## src/rtl/frci_ram.sv

```systemverilog
module frci_ram #(
   parameter int unsigned WIDTH = 8,
   parameter int unsigned DEPTH = 16
) (
   input  logic                     clock,
   input  logic                     we,
   input  logic [$clog2(DEPTH)-1:0] waddr,
   input  logic [WIDTH-1:0]         wdata,
   input  logic [$clog2(DEPTH)-1:0] raddr,
   output logic [WIDTH-1:0]         rdata
);

   logic [WIDTH-1:0] mem [DEPTH];

   always_ff @(posedge clock) begin
      if (we) begin
         mem[waddr] <= wdata;
      end
      rdata <= mem[raddr];
   end

endmodule

```

## config.mk

```make
export PLATFORM = sky130hd
export DESIGN_NAME = frci_ram
export DESIGN_NICKNAME = d
export VERILOG_FILES = /design/src/rtl/frci_ram.sv
export SDC_FILE = /design/constraint.sdc
export NUM_CORES = 1
export LEC_CHECK = 0
export CORE_AREA = 2 2 125 127
export CTS_BUF_LIST = sky130_fd_sc_hd__clkbuf_4 sky130_fd_sc_hd__clkbuf_8
export DETAILED_ROUTE_END_ITERATION = 7
export DIE_AREA = 0 0 127 129
export DONT_BUFFER_PORTS = 1
export SETUP_SLACK_MARGIN = 0.3
export SYNTH_ARGS = -nofsm -noshare
export SYNTH_HDL_FRONTEND = slang
export SYNTH_SLANG_ARGS = --single-unit
```

## constraint.sdc

```tcl
create_clock -name clock -period 2.22 [get_ports clock]
set_input_delay 0.444 -clock clock [delete_from_list [all_inputs] [get_ports clock]]
set_output_delay 0.444 -clock clock [all_outputs]
set_load 0.01 [all_outputs]
```

Yosys cells after proc, flatten, opt, wreduce, memory -nomap -nowiden

Memories as Yosys holds them, arrays and structs flattened. A register that Yosys moved wholly into a read port is not among the register bits.
Cells that the tools add are included.

Flip-flop bits (word level): 0
Bits in writable memories: 128
Input port bits: 18
Output and inout port bits: 8
Logic and storage cells: 3
Memories kept: 1

Mux-type cells: 2

Memories:

| memory | words | bits a word | read ports | clocked after Yosys merged registers in | wr ports | line | RTL |
|---|---|---|---|---|---|---|---|
| mem    | 16    | 8           | 1          | 1                                       | 1        | 13   | `logic [WIDTH-1:0] mem [DEPTH];` |

Operators by type and width:

| kind              | number |
|---|---|
| 1-bit two-way mux | 2 |

Logic depth before layout (Yosys ltp)

Depth in word-level cells: 2
Gate-level depth with buffers: 5
Gate-level depth less buffers: 3

Worst setup path after synthesis

Ideal clock, no wire load.

Kind: input to register
From: in waddr[2]
To: mem mem[0][0] (enable)
Library setup time: 383 ps
Arrival: 1554 ps
Required time: 1837 ps
Setup slack: 283 ps
Stages on the path: 2
Path through: or3b_2 -> nor3_1

RTL lines:

| item            | line | RTL |
|---|---|---|
| start, declared | 7    | `input logic [$clog2(DEPTH)-1:0] waddr,` |
| end, declared   | 13   |  |

No word-level cell before the write port.

==> results.md <==
* Drt pass-1 iters at 4
* Nets at around 270
* Final Cycle Share at between 60% and 70%
* Syn nets at between 200 and 250
* Startpoint Class: flop
* Sequential cell area fraction in the yosys report at about 80%
* Pin count of the biggest net entering global routing at 33
* Hold Crit Class: in2reg
* Synthesized area at slightly above 5000 sq um
* # port buffers at 0
* Core area at around 15000 sq um
* CTS Buf Count at 17
* Clock Path Buffers at 2
* Dpl ws at roughly 0.35 ns
* CTS sink count at about 140
* Fmax at 681 MHz
* Cell row count at 45
* Crit path launch: mem[1][1]
* R2R cell count at 3
* Die height at 129 um
* Top Ports at 26
* Via/cell ratio at between 5 and 6
* Setup bufs post-CTS at 0
* Synth cell types at 19
* CTS resizes at 0
* Mean post-synth cell area at roughly 22 sq um
* Final design utilization at approximately two fifths
* Worst EP arrival at between 1.5 and 2 ns
* Worst R2R Start: mem[1][1]
* Post-Place Cell Area at between 5000 and 6000 sq um
* Via count at between 2k and 2.5k
* H-tree depth at 4
* Post-route cell area at 5840 sq um
* Synthesis Warnings at 0
* Antenna viol nets, final at 0
* Reg-to-reg endpoint: rdata[1]
* Final Power at slightly above 5 mW
* First-pass GRT wire length at between 10000 and 15000 um
* Commonest cells after routing, fill and taps aside: edfxtp_1, mux4_2, clkbuf_8
* Diodes inserted at 0
* Final setup violation count at 0
* Worst skew pair latency at 0.44 ns
* Total GRT Usage at 12.7%
* Leak at between 1.5 and 2 nW
* Number of hold buffers added after cts at 0
* Crit Path Category: reg2reg
* Crit. End Element: flop
* Post-route setup slack at approximately 0.75 ns
* Worst setup path endpoint: rdata[1]
* Grt total ovfl at 0
* Pwr dens at 889 nW/um^2
* Placer Congestion at between 0.7 and 0.8
* Max cap viols at 0
* Setup TNS at 0 ns
* Post-synthesis register bit count at ~140
* Tmin final at 1.47 ns
* Peak supply drop at about 380 uV
* FF-to-FF setup slack at approximately 0.75 ns
* Vias in the first global route at approximately 2.4k
* Die Area at between 15000 and 20000 sq um
* Layout cells sized above 1 at between 20 and 30%
* Starting density of the core at around 34%
* Syn Inst Count at roughly 230
* Commonest non-fill, non-tap cell in the layout: edfxtp_1
* Area growth from synthesis to layout at 13.5%
* Crit-path max FO at 1
* WP data required at 2.54 ns
* Die width at about 130 um
* Layout Skew at around 0.0075 ns
* Final hold violations at 0
* Reg clk slew, reported paths at 0.08 ns
* RSZ-0062 raised after global routing: false
* Antenna violations before repair at 0
* Final wirelength at between 9000 and 10000 um
* Drt drc at 0
* Clk root buf: clkbuf_8
* Max-slew headroom at a little under three fifths
* Wire length per cell at about 21 um
* CTS tree: done
* Status: complete, no violations
* Measured slew at the worst slew-check pin at 0.665 ns
* DRT iter0 DRCs at about 200
* Max Slew Vio Count at 0
[per-layer routing]
layer / wire [um] / GRT usage, %
met1: 4160 / 16.7
met2: 4520 / 19.2
met3: 811 / 5.86
met4: 116 / 3.88
met5: 0 / 0
[area by class of cell]
cell class	instances	area (sq um)
Clock buffer	18	241
Clock inverter	14	186
Fill cell	1344	9140
Multi-Input combinational cell	83	1060
Sequential cell	136	4000
Tap cell	188	235
Timing Repair Buffer	15	113
[stage by stage]
stage	std cells	hold slack [ns]
global route	454	0.0431
global placement	422	0.544
CTS	454	0.0617
finish	454	0.0944
floorplan	229	0.543
detailed placement	422	0.544
[logic make-up (layout without fill, tap and decap cells)]
| group | after synthesis | after routing | synth area share [%] |
|---|---|---|---|
| buf+inv | 10 | 47 | 1.68 |
| mux | 32 | 32 | 15.0 |
| compound gates | 16 | 16 | 2.33 |
| flops | 136 | 136 | 77.8 |
| simple gates | 35 | 35 | 3.18 |
[registers in the layout, indices dropped and copies added, names as in the netlist]
signal  cells
rdata       8
mem       128
[critical path, stage by stage, from the launching register on]
cell and delay [ns]:
edfxtp_1 0.40, mux4_1 0.59, a22oi_1 0.27, nand2_1 0.10
[how the worst min path moves through the flow]
stage | startpoint | slack, ns | endpoint | cells past startpoint
CTS | wdata[2] | 0.06 | mem[1][2] | 0
detailed placement | wdata[0] | 0.54 | mem[8][0] | 0
global route | wdata[2] | 0.04 | mem[1][2] | 0
floorplan | wdata[0] | 0.54 | mem[0][0] | 0
finish | wdata[3] | 0.09 | mem[1][3] | 0
global placement | wdata[0] | 0.54 | mem[8][0] | 0
[Yosys cell counts]
| master | count | area share (%) |
|---|---|---|
| edfxtp_1 | 128 | 75 |
| mux4_2 | 18 | 7.9 |
| a22oi_1 | 16 | 2.3 |
| mux4_1 | 14 | 7.1 |
| nor2_1 | 13 | 0.95 |
| nand2_1 | 9 | 0.66 |
| dfxtp_1 | 8 | 3.1 |
| nor3_1 | 4 | 0.39 |
| buf_2 | 3 | 0.29 |
| buf_6 | 3 | 0.66 |
| clkdlybuf4s25_2 | 3 | 0.58 |
| nand2b_1 | 2 | 0.24 |
| nand3b_1 | 2 | 0.29 |
| and2_1 | 1 | 0.12 |
| and2b_1 | 1 | 0.15 |
| buf_4 | 1 | 0.15 |
| nand3_1 | 1 | 0.097 |
| nor2b_1 | 1 | 0.12 |
| or3b_2 | 1 | 0.17 |
[report_power, final]
group	internal, mW	switching (mW)	total (mW)
combinational	0.0859	0.0691	0.155
clock	1.15	0.990	2.14
sequential	2.87	0.0286	2.90
Power figures use the tool's default switching activity.
